## config.mk

```make
export PLATFORM = sky130hd
export DESIGN_NAME = hashed_block_buffer_tag_table
export DESIGN_NICKNAME = d
export VERILOG_FILES = /design/src/hdl/hbbtt_pkg.sv /design/src/hdl/hashed_block_buffer_tag_table.sv
export SDC_FILE = /design/constraint.sdc
export NUM_CORES = 2
export LEC_CHECK = 0
export BUFFER_PORTS_ARGS = -buffer_cell sky130_fd_sc_hd__buf_2
export CAP_MARGIN = 40
export CORE_ASPECT_RATIO = 1.2
export CORE_MARGIN = 1
export CORE_UTILIZATION = 40
export DETAILED_ROUTE_END_ITERATION = 8
export PLACE_DENSITY_LB_ADDON = 0.15
export SYNTH_ARGS = -nofsm -noshare
export SYNTH_HDL_FRONTEND = slang
export SYNTH_SLANG_ARGS = --single-unit
```

## constraint.sdc

```tcl
create_clock -name clk -period 18.18 [get_ports clk]
set_input_delay 3.636 -clock clk [delete_from_list [all_inputs] [get_ports clk]]
set_output_delay 3.636 -clock clk [all_outputs]
set_load 0.05 [all_outputs]
```

## src/hdl/hbbtt_pkg.sv

```systemverilog
`default_nettype none

package hbbtt_pkg;

	localparam int unsigned DEVICE_W = 8;
	localparam int unsigned BLOCK_W = 32;
	localparam int unsigned COUNT_W = 8;
	localparam int unsigned SLOT_FIELD_W = 5;
	localparam logic [COUNT_W-1:0] COUNT_MAX = 8'd255;

	typedef enum logic [1:0] {
		CMD_ACQUIRE = 2'd0,
		CMD_RELEASE = 2'd1,
		CMD_PIN     = 2'd2,
		CMD_UNPIN   = 2'd3
	} command_t;

	typedef enum logic [1:0] {
		ST_OK        = 2'd0,
		ST_NO_FREE   = 2'd1,
		ST_COUNT_ERR = 2'd2
	} status_t;

endpackage

`default_nettype wire

```

## src/hdl/hashed_block_buffer_tag_table.sv

```systemverilog
`default_nettype none

// Tag table of SLOT_COUNT buffer slots grouped into BUCKET_COUNT hash buckets. A transaction
// is taken when start is high and busy is low; busy then stays high until the result has
// been produced. The result appears for exactly one cycle with done high and must be taken
// in that cycle, since nothing but done marks the result as new. An acquire first reduces
// the block number to its bucket by a reciprocal multiplication, then scans the slot table
// through its single read port one slot per cycle from the highest index down, stopping
// early on a hit. Release, pin and unpin read and update one slot; an out-of-range slot
// index finishes in the read state with no update.
module hashed_block_buffer_tag_table #(
	parameter int unsigned SLOT_COUNT = 32,
	parameter int unsigned BUCKET_COUNT = 8
) (
	input  wire logic        clk,
	input  wire logic        arst_n,
	input  wire logic        start,
	output logic             busy,
	input  wire logic [1:0]  command,
	input  wire logic [7:0]  device,
	input  wire logic [31:0] block_number,
	input  wire logic [4:0]  slot_index,
	output logic             done,
	output logic [4:0]       granted_slot,
	output logic             was_hit,
	output logic             needs_fill,
	output logic [1:0]       status
);

	localparam int unsigned SW = $clog2(SLOT_COUNT);
	localparam int unsigned BW = (BUCKET_COUNT > 1) ? $clog2(BUCKET_COUNT) : 1;
	localparam int unsigned BL = $clog2(BUCKET_COUNT);
	localparam int unsigned XW = (SW > hbbtt_pkg::SLOT_FIELD_W) ? SW : hbbtt_pkg::SLOT_FIELD_W;
	localparam int unsigned PW = 2 * hbbtt_pkg::BLOCK_W + 1;
	localparam logic [SW-1:0] LAST_SLOT = SW'(SLOT_COUNT - 1);
	localparam logic [31:0] SLOT_LIMIT = 32'(SLOT_COUNT);
	localparam logic [hbbtt_pkg::BLOCK_W:0] RECIP = (hbbtt_pkg::BLOCK_W + 1)'(
		((65'd1 << (hbbtt_pkg::BLOCK_W + BL)) / 65'(BUCKET_COUNT)) + 65'd1);

	typedef struct packed {
		logic [hbbtt_pkg::DEVICE_W-1:0] device;
		logic [hbbtt_pkg::BLOCK_W-1:0]  block;
		logic [hbbtt_pkg::COUNT_W-1:0]  count;
		logic                           valid;
		logic [BW-1:0]                  bucket;
	} entry_t;

	typedef enum logic [2:0] {
		IDLE,
		HASH,
		SCAN,
		DRAIN,
		OP_READ,
		OP_EVAL
	} state_t;

	state_t state_q;

	entry_t mem_q [SLOT_COUNT];
	logic [SLOT_COUNT-1:0] written_q;
	logic [BW-1:0] reset_bucket [SLOT_COUNT];

	hbbtt_pkg::command_t command_q;
	logic [hbbtt_pkg::DEVICE_W-1:0] device_q;
	logic [hbbtt_pkg::BLOCK_W-1:0] block_q;
	logic [hbbtt_pkg::SLOT_FIELD_W-1:0] index_q;

	logic [PW-1:0] hash_prod;
	logic [BW-1:0] hash_quot;
	logic [BW-1:0] hash_q;
	logic [BW-1:0] hash_n;

	logic [SW-1:0] scan_q;
	logic [SW-1:0] rd_addr;
	entry_t rd_rec_s1;
	logic rd_wr_s1;
	logic [SW-1:0] rd_slot_s1;
	logic eval_s1;
	entry_t eff;

	logic own_found_q, own_found_n;
	logic [SW-1:0] own_slot_q, own_slot_n;
	logic any_found_q, any_found_n;
	logic [SW-1:0] any_slot_q, any_slot_n;
	logic [BW-1:0] any_bkt_q, any_bkt_n;
	logic hit_now, free_now;

	logic [XW-1:0] index_ext;
	logic [SW-1:0] index_addr;
	logic index_bad;

	logic wr_en;
	logic [SW-1:0] wr_addr;
	entry_t wr_data;
	logic fin;
	logic [SW-1:0] res_slot;
	logic res_use_index;
	logic [XW-1:0] res_slot_ext;
	logic [hbbtt_pkg::SLOT_FIELD_W-1:0] res_gslot;
	logic res_hit;
	logic res_fill;
	hbbtt_pkg::status_t res_status;

	logic done_q;
	logic [hbbtt_pkg::SLOT_FIELD_W-1:0] granted_q;
	logic was_hit_q;
	logic needs_fill_q;
	hbbtt_pkg::status_t status_q;

	genvar gi;
	generate
		for (gi = 0; gi < SLOT_COUNT; gi++) begin : g_rbkt
			assign reset_bucket[gi] = BW'(gi % BUCKET_COUNT);
		end
	endgenerate

	assign busy = (state_q != IDLE);
	assign done = done_q;
	assign granted_slot = granted_q;
	assign was_hit = was_hit_q;
	assign needs_fill = needs_fill_q;
	assign status = status_q;

	assign index_ext = XW'(index_q);
	assign index_addr = index_ext[SW-1:0];
	assign index_bad = (32'(index_q) >= SLOT_LIMIT);

	// Remainder of the block number by the bucket count through a reciprocal multiplication.
	// Only the low bits of the quotient matter, since the remainder fits in the bucket width.
	assign hash_prod = PW'(block_q) * PW'(RECIP);
	assign hash_quot = hash_prod[hbbtt_pkg::BLOCK_W + BL +: BW];
	assign hash_n = block_q[BW-1:0] - hash_quot * BW'(BUCKET_COUNT);

	assign rd_addr = (state_q == OP_READ) ? index_addr : scan_q;

	always_ff @(posedge clk) begin
		rd_rec_s1 <= mem_q[rd_addr];
		rd_wr_s1 <= written_q[rd_addr];
		rd_slot_s1 <= rd_addr;
	end

	always_ff @(posedge clk) begin
		if (wr_en) begin
			mem_q[wr_addr] <= wr_data;
		end
	end

	// A slot that was never written reads as its reset contents.
	always_comb begin
		eff = rd_rec_s1;
		if (!rd_wr_s1) begin
			eff.device = '0;
			eff.block = '0;
			eff.count = '0;
			eff.valid = 1'b0;
			eff.bucket = reset_bucket[rd_slot_s1];
		end
	end

	always_comb begin
		hit_now = eval_s1 && (eff.bucket == hash_q) && (eff.device == device_q) &&
			(eff.block == block_q);
		free_now = eval_s1 && (eff.count == '0);
		own_found_n = own_found_q;
		own_slot_n = own_slot_q;
		any_found_n = any_found_q;
		any_slot_n = any_slot_q;
		any_bkt_n = any_bkt_q;
		if (free_now && (eff.bucket == hash_q) && !own_found_q) begin
			own_found_n = 1'b1;
			own_slot_n = rd_slot_s1;
		end
		if (free_now && (!any_found_q || (eff.bucket < any_bkt_q))) begin
			any_found_n = 1'b1;
			any_slot_n = rd_slot_s1;
			any_bkt_n = eff.bucket;
		end
	end

	always_comb begin
		wr_en = 1'b0;
		wr_addr = rd_slot_s1;
		wr_data = eff;
		fin = 1'b0;
		res_slot = rd_slot_s1;
		res_use_index = 1'b0;
		res_hit = 1'b0;
		res_fill = 1'b0;
		res_status = hbbtt_pkg::ST_OK;
		unique case (state_q)
			SCAN, DRAIN: begin
				if (hit_now) begin
					fin = 1'b1;
					res_hit = 1'b1;
					if (eff.count >= hbbtt_pkg::COUNT_MAX) begin
						res_status = hbbtt_pkg::ST_COUNT_ERR;
					end else begin
						wr_en = 1'b1;
						wr_data.count = eff.count + 8'd1;
						wr_data.valid = 1'b1;
						res_fill = !eff.valid;
					end
				end else if (state_q == DRAIN) begin
					fin = 1'b1;
					wr_data.device = device_q;
					wr_data.block = block_q;
					wr_data.count = 8'd1;
					wr_data.valid = 1'b1;
					wr_data.bucket = hash_q;
					if (own_found_n) begin
						wr_en = 1'b1;
						wr_addr = own_slot_n;
						res_slot = own_slot_n;
						res_fill = 1'b1;
					end else if (any_found_n) begin
						wr_en = 1'b1;
						wr_addr = any_slot_n;
						res_slot = any_slot_n;
						res_fill = 1'b1;
					end else begin
						res_slot = '0;
						res_status = hbbtt_pkg::ST_NO_FREE;
					end
				end
			end
			OP_READ: begin
				if (index_bad) begin
					fin = 1'b1;
					res_use_index = 1'b1;
					res_status = hbbtt_pkg::ST_COUNT_ERR;
				end
			end
			OP_EVAL: begin
				fin = 1'b1;
				res_use_index = 1'b1;
				case (command_q)
					hbbtt_pkg::CMD_PIN: begin
						if (eff.count >= hbbtt_pkg::COUNT_MAX) begin
							res_status = hbbtt_pkg::ST_COUNT_ERR;
						end else begin
							wr_en = 1'b1;
							wr_data.count = eff.count + 8'd1;
						end
					end
					default: begin
						if (eff.count == '0) begin
							res_status = hbbtt_pkg::ST_COUNT_ERR;
						end else begin
							wr_en = 1'b1;
							wr_data.count = eff.count - 8'd1;
						end
					end
				endcase
			end
			default: begin
			end
		endcase
		res_slot_ext = XW'(res_slot);
		res_gslot = res_use_index ? index_q : res_slot_ext[hbbtt_pkg::SLOT_FIELD_W-1:0];
	end

	always_ff @(posedge clk or negedge arst_n) begin
		if (!arst_n) begin
			state_q <= IDLE;
			done_q <= 1'b0;
			written_q <= '0;
			eval_s1 <= 1'b0;
			own_found_q <= 1'b0;
			any_found_q <= 1'b0;
			scan_q <= '0;
		end else begin
			done_q <= fin;
			eval_s1 <= (state_q == SCAN);
			if (fin) begin
				granted_q <= res_gslot;
				was_hit_q <= res_hit;
				needs_fill_q <= res_fill;
				status_q <= res_status;
			end
			if (wr_en) begin
				written_q[wr_addr] <= 1'b1;
			end
			unique case (state_q)
				IDLE: begin
					if (start) begin
						command_q <= hbbtt_pkg::command_t'(command);
						device_q <= device;
						block_q <= block_number;
						index_q <= slot_index;
						hash_q <= '0;
						own_found_q <= 1'b0;
						any_found_q <= 1'b0;
						if (hbbtt_pkg::command_t'(command) == hbbtt_pkg::CMD_ACQUIRE) begin
							state_q <= HASH;
						end else begin
							state_q <= OP_READ;
						end
					end
				end
				HASH: begin
					hash_q <= hash_n;
					scan_q <= LAST_SLOT;
					state_q <= SCAN;
				end
				SCAN: begin
					own_found_q <= own_found_n;
					own_slot_q <= own_slot_n;
					any_found_q <= any_found_n;
					any_slot_q <= any_slot_n;
					any_bkt_q <= any_bkt_n;
					if (fin) begin
						state_q <= IDLE;
					end else if (scan_q == '0) begin
						state_q <= DRAIN;
					end else begin
						scan_q <= scan_q - 1'b1;
					end
				end
				DRAIN: begin
					state_q <= IDLE;
				end
				OP_READ: begin
					state_q <= fin ? IDLE : OP_EVAL;
				end
				OP_EVAL: begin
					state_q <= IDLE;
				end
				default: begin
					state_q <= IDLE;
				end
			endcase
		end
	end

	a_start_takes: assert property (@(posedge clk) disable iff (!arst_n)
		(start && !busy) |=> busy)
		else $error("accepted transaction did not raise busy");

	a_busy_ends_done: assert property (@(posedge clk) disable iff (!arst_n)
		$fell(busy) |-> done)
		else $error("busy fell without a result");

	a_written_sticks: assert property (@(posedge clk) disable iff (!arst_n)
		($past(written_q) & ~written_q) == '0)
		else $error("slot written mark was lost");

	a_no_free_result: assert property (@(posedge clk) disable iff (!arst_n)
		(done && (status_q == hbbtt_pkg::ST_NO_FREE)) |->
		((granted_slot == '0) && !was_hit && !needs_fill))
		else $error("no-free result carries slot data");

endmodule

`default_nettype wire
```

Word level (Yosys, flattened, before mapping)
Memories as Yosys holds them, arrays and structs flattened. A register that Yosys moved wholly into a read port is not among the register bits.
Index checks and enable logic that the tools add are counted.
W data, S select, Z words.
Storage, ports and cells
  register bits: 122
  memories: 2
  output and inout port bits: 11
  memory bits (writable): 1664
  bits in latches: 0
  bits in read-only memories: 96
Memory list
  mem_q: depth 32, bits a word 52, read ports 1, clocked after memory_dff 1, write ports 1, RTL line hashed_block_buffer_tag_table.sv:59  | entry_t mem_q [SLOT_COUNT];
  (no name shown): depth 32, bits a word 3, read ports 1, clocked after memory_dff 0, write ports 0, RTL line hashed_block_buffer_tag_table.sv:156  | eff.bucket = reset_bucket[rd_slot_s1];
Cells by class
  equality and inequality tests: 13
  add/sub/neg operators: 3
  shift operators: 0
  bitwise gates (word level): 2
  order comparisons: 6
  multipliers: 0
  reductions and logical operators: 29
  divide/modulo/power cells: 0
  mux-type cells: 73
Operators by type and width (count)
  $mux W52: 2
  $mux W40: 2
  $mux W5: 16
  $eq A32 B32 Y1: 1
  $or A32 B32 Y32: 1
  $mux W3: 9
  $mux W8: 3
  $mux W1: 23
  $mux W9: 2
  $pmux W8 S2: 1
  $lt A5 B6 Y1 const B: 2
  $pmux W3 S4: 1
  $reduce_and A3 Y1: 4
  $pmux W5 S2: 1
  $add A8 B1 Y8 const B: 1
  $eq A8 B8 Y1: 1
  $ge A8 B8 Y1 const B: 1
  $logic_and A1 B1 Y1: 8
  $logic_not A8 Y1: 1
  $mux W2: 4
  $pmux W1 S2: 4
  $reduce_and A2 Y1: 4
  $sub A8 B1 Y8 const B: 1
  $eq A3 B2 Y1 const B: 2
  24 further kinds: 31

Logic depth before layout (Yosys ltp)
  depth in word-level cells: 19
  gate-level depth with buffers: 15
  mapped depth without buffers: 12

Least setup slack after synthesis
OpenSTA, ideal clock, no wires.
  path kind: reg-to-reg
  start: reg rd_wr_s1
  end: mem mem_q[14][0] (netlist name), enable pin
  arrival time: 8.007 ns
  setup slack: 9.583 ns
  data required time: 17.590 ns
  clock period less this slack: 8.597 ns
  path buffers: 5
  stages on the path, launching flop included: 14
  cells stage by stage: dfxtp_1 -> buf_2 -> clkbuf_1 -> clkbuf_1 -> nand2_1 -> ha_1 -> nand4_2 -> or4_1 -> buf_2 -> o211a_1 -> a222oi_1 -> nor2_2 -> buf_6 -> nor4_1
Between the ends
  longest elaborated chain between the ends: 12
Ends and longest elaborated chain
  start, declared: RTL line hashed_block_buffer_tag_table.sv:76  | logic rd_wr_s1;
  start signal, assigned: RTL line hashed_block_buffer_tag_table.sv:138  | rd_wr_s1 <= written_q[rd_addr];
  $mux W52 (*): RTL line hashed_block_buffer_tag_table.sv:151  | if (!rd_wr_s1) begin
  $lt A3 B3 Y1 / $logic_not A8 Y1 (equally long branches): RTL line hashed_block_buffer_tag_table.sv:173, hashed_block_buffer_tag_table.sv:163, hashed_block_buffer_tag_table.sv:246
  $logic_or A1 B1 Y1 / $logic_and A1 B1 Y1 (equally long branches): RTL line hashed_block_buffer_tag_table.sv:173, hashed_block_buffer_tag_table.sv:163
  $logic_and A1 B1 Y1 (on tied branches): RTL line hashed_block_buffer_tag_table.sv:173, hashed_block_buffer_tag_table.sv:169
  $mux W1 / $logic_and A1 B1 Y1 (equally long branches): RTL line hashed_block_buffer_tag_table.sv:173, hashed_block_buffer_tag_table.sv:169
  $mux W1 (on tied branches): RTL line hashed_block_buffer_tag_table.sv:215, hashed_block_buffer_tag_table.sv:169
  $mux W1: RTL line hashed_block_buffer_tag_table.sv:210  | if (own_found_n) begin
  $mux W1: RTL line hashed_block_buffer_tag_table.sv:203  | end else if (state_q == DRAIN) begin
  $mux W1: RTL line hashed_block_buffer_tag_table.sv:192  | if (hit_now) begin
  $pmux W1 S2: RTL line hashed_block_buffer_tag_table.sv:190  | unique case (state_q)
  $mux W1: RTL line hashed_block_buffer_tag_table.sv:143  | if (wr_en) begin
  $mux W1 (implied by the code): RTL line hashed_block_buffer_tag_table.sv:144  | mem_q[wr_addr] <= wr_data;
  end, declared: RTL line hashed_block_buffer_tag_table.sv:59
Mark *: on every way between the ends. The rest lies on a longest branch, timed or not.

Worst setup path in the final report
  start: reg rd_wr_s1
  end: mem mem_q[1][20] (netlist name), enable pin
The elaborated chain is that of the path after synthesis.

==> impl_metrics.yaml <==
status:
  status: "finished, final reports clean"
logic_synthesis:
  yosysMostFrequentCell: "nand2_1"
  synth_top_cell_by_area: "edfxtp_1"
  synth_edf_count: 1736
  synthTopCellsByArea: "edfxtp_1 (70%), nand2_1 (9.1%), nand3_1 (6.0%), a311oi_1 (3.2%), clkbuf_1 (1.8%)"
  synthTopCellsByCount: "nand2_1 (1799), edfxtp_1 (1736), nand3_1 (884)"
  synth_warnings: 0
  syn_inst: 5909
  avgSynthCellArea_um2: 12.5
  synth_seq_area_share_pct: 73.4
  synth-seq-cells: 1838
  synth-main-ff-cell: "edfxtp_1"
  yosysUniqueCellTypes: 75
  yosysTopAreaCellShare_pct: 70.4
  netlist_area_um2: 74100
  syn-num-nets: 5966
  async_flop_share_pct: 2.39
grt:
  grt_pass1_vias: 46200
  grt_max_degree: 141
  met3_usage_pct: 4.69
  antenna_found_initial: 5
  grt.busiest_layer: "met2"
  grt_usage_pct: 23.9
  use_met2_pct: 37.9
  use_met1_pct: 33.2
  grt_pass1_wl_mm: 326
  grt.overflow.total: 0
placement:
  placed_cell_area_um2: 78400
  gp_congestion: 0.814
  dpl_worst_slack_ps: 12340
  dpl.hpwl_mm: 125
  portBuffers: 60
clock_network:
  cts_tree: "built"
  htreeDepth: 4
  cts_root_buf: "clkbuf_16"
  cts.clk_slew.worst_paths_ps: 70
  cts_buffers: 186
  cts_buffer_depth: 3
  postCtsSetupRepairBufs: 0
  hold_buffers: 0
  clkSinkCount: 1838
  cts.repair.resized: 0
  clk_latency_ps: 850
worst_setup_path:
  crit_fanout: 54
  required_ps: 18650
  slowest_stage: "nor3_2"
  cp_cell_sequence: "buf_4 > buf_16 > nand2_1 > a221oi_1 > o2111ai_1 > nor3_1 > and4_1 > a21oi_4 > buf_4 > or2b_1 > nand4_2 > nor3_2 > buf_4 > buf_4"
  worstReg2RegStart: "rd_wr_s1$_DFF_P_"
  worstSetupStartpointType: "flop"
  rr_worst_depth: 14
  slowest_delay_ps: 710
  cp.arrival_ps: 6280
  criticalPathCategory: "flop to flop"
  rr_endpoint: "mem_q[1][20]$_DFFE_PP_"
  cpMostUsedCell: "buf_4"
  rrSetupSlack_ps: 12370
  critPathCaptureType: "flop"
routing:
  drc: 0
  drt_iter0_markers: 4905
  via_per_inst: 5.68
  vias: 48600
  wire_per_inst_um: 26.4
  routed_wl_mm: 226
  ant_nets: 0
  drt_first_pass_iters: 6
floorplan:
  initial_core_util_pct: 40.4
  coreArea_um2: 184000
  die_y_um: 473
  num_io_pins: 61
  row_count: 172
  dieWidth_um: 395
  dieArea_um2: 187000
timing:
  setup_ws_ps: 12370
  max_freq_mhz: 172
  relSlewSlack_pct: 37.0
  skew_ps: 40.4
  fin_crit_sh_pct: 32.0
  finalSetupViolCount: 0
  setup-tns-final_ps: 0
  finalMaxSlewViolations: 0
  worst_pin_slew_ps: 944
  period_needed_ps: 5810
  report.final.hold_viol_count: 0
  hold_ws_ps: 450
  rsz0062_at_grt: "no"
finish:
  drive_gt1_share_pct: 10.0
  syn2layout_area_growth_pct: 13.8
  fin_nets: 6008
  fin_area_um2: 84300
pwr:
  power.density_nw_per_um2: 179
  p_leak_nw: 29.4
  ir_worst_vdd_mv: 0.138
hold_path:
  holdCritStartpoint: "written_q[30]$_DFFE_PN0P_"
  min_path_type: "flop to flop"
  holdPathEnd: "written_q[30]$_DFFE_PN0P_"
  hold_path_depth: 2
run:
  max-cap-violations: 0
-- per-stage QoR --
stage	util (%)	std cells	total power [mW]
after floorplan	-	5909	9.09
after global placement	42.2	8154	11.2
after detailed placement	42.7	8198	11.4
after CTS	45.9	8547	15.1
after global routing	45.9	8549	15.8
final	45.9	8551	15.1
-- cell families (layout without fill, tap and decap cells) --
group	after synthesis	count (layout)	synth area share, %
DFF	1838	1838	73.4
other	0	3	0
and+or+nand+nor	2967	2967	17.3
muxes	16	16	0.231
AOI/OAI and AO/OA	583	583	6.16
xor gates and xnor gates	18	18	0.213
adders and majority gates	7	7	0.118
buffers and inverters	480	683	2.50
-- worst max path at each step --
stage,cells after the start,slack [ps],startpoint,endpoint
2_1_floorplan,13,9580,rd_wr_s1$_DFF_P_,mem_q[14][0]$_DFFE_PP_
3_3_place_gp,16,11530,rd_wr_s1$_DFF_P_,mem_q[12][22]$_DFFE_PP_
3_5_place_dp,4,12340,arst_n,block_q[20]$_DFFE_PP_
4_1_cts,3,12450,state_q[0]$_DFFE_PN0P_,busy
5_1_grt,14,12080,rd_wr_s1$_DFF_P_,mem_q[1][50]$_DFFE_PP_
6_report,14,12370,rd_wr_s1$_DFF_P_,mem_q[1][20]$_DFFE_PP_
-- layout by cell type, fill, tap and decap left out, types with 11 or more instances in the layout --
master,n
a21o_1,55
a21oi_1,30
a311oi_1,268
a31oi_1,61
and3_1,114
buf_16,23
buf_2,61
buf_4,161
clkbuf_1,56
clkbuf_16,188
clkbuf_8,11
clkinv_1,40
clkinv_2,27
dfrtp_1,44
dfxtp_1,57
edfxtp_1,1736
inv_1,66
nand2_1,1792
nand2b_1,15
nand3_1,883
nor2_1,46
nor2b_1,17
nor3_1,18
nor3_2,24
o211ai_1,12
o21ai_0,33
o31ai_1,28
xnor2_1,15
-- report_power, final --
part / switching (mW) / leakage (nW) / internal (mW) / total [mW]
Sequential: 0.174 / 16.9 / 5.46 / 5.63
Combinational: 4.11 / 9.65 / 1.59 / 5.70
Clock: 1.64 / 2.85 / 2.08 / 3.72
-- registers in the layout, summed over array words and instances (netlist names), 5 cells and up --
register      count
mem_q          1664
rd_rec_s1        52
block_q          32
written_q        32
device_q          8
any_slot_q        5
granted_slot      5
index_addr        5
own_slot_q        5
rd_slot_s1        5
scan_q            5
-- worst max-delay path, delay by kind of cell (launching register included) --
kind	cells	cell delay, ps
buffers and inverters	5	2010
AOI/OAI and AO/OA	3	490
and+or+nand+nor	6	2420
DFF	1	330
-- metal layers --
metal  vias up  wire length (µm)  part of all wire, %
met5         -                30                0.013
met4         4              5820                  2.6
met3       319             16000                  7.1
met2      1690            106000                   47
met1     24700             98400                   44
li1      21800                 -                    -
-- final cells by class --
| type | instances | area, µm² |
|---|---|---|
| Sequential cell | 1838 | 54400 |
| Fill cell | 16300 | 99300 |
| Timing Repair Buffer | 265 | 2480 |
| Clock inverter | 94 | 793 |
| Multi-Input combinational cell | 3591 | 18200 |
| Antenna cell | 3 | 7.51 |
| Tap cell | 2436 | 3050 |
| Clock buffer | 255 | 5070 |
| Inverter | 69 | 279 |
No activity file was read; power rests on OpenSTA's default activity.
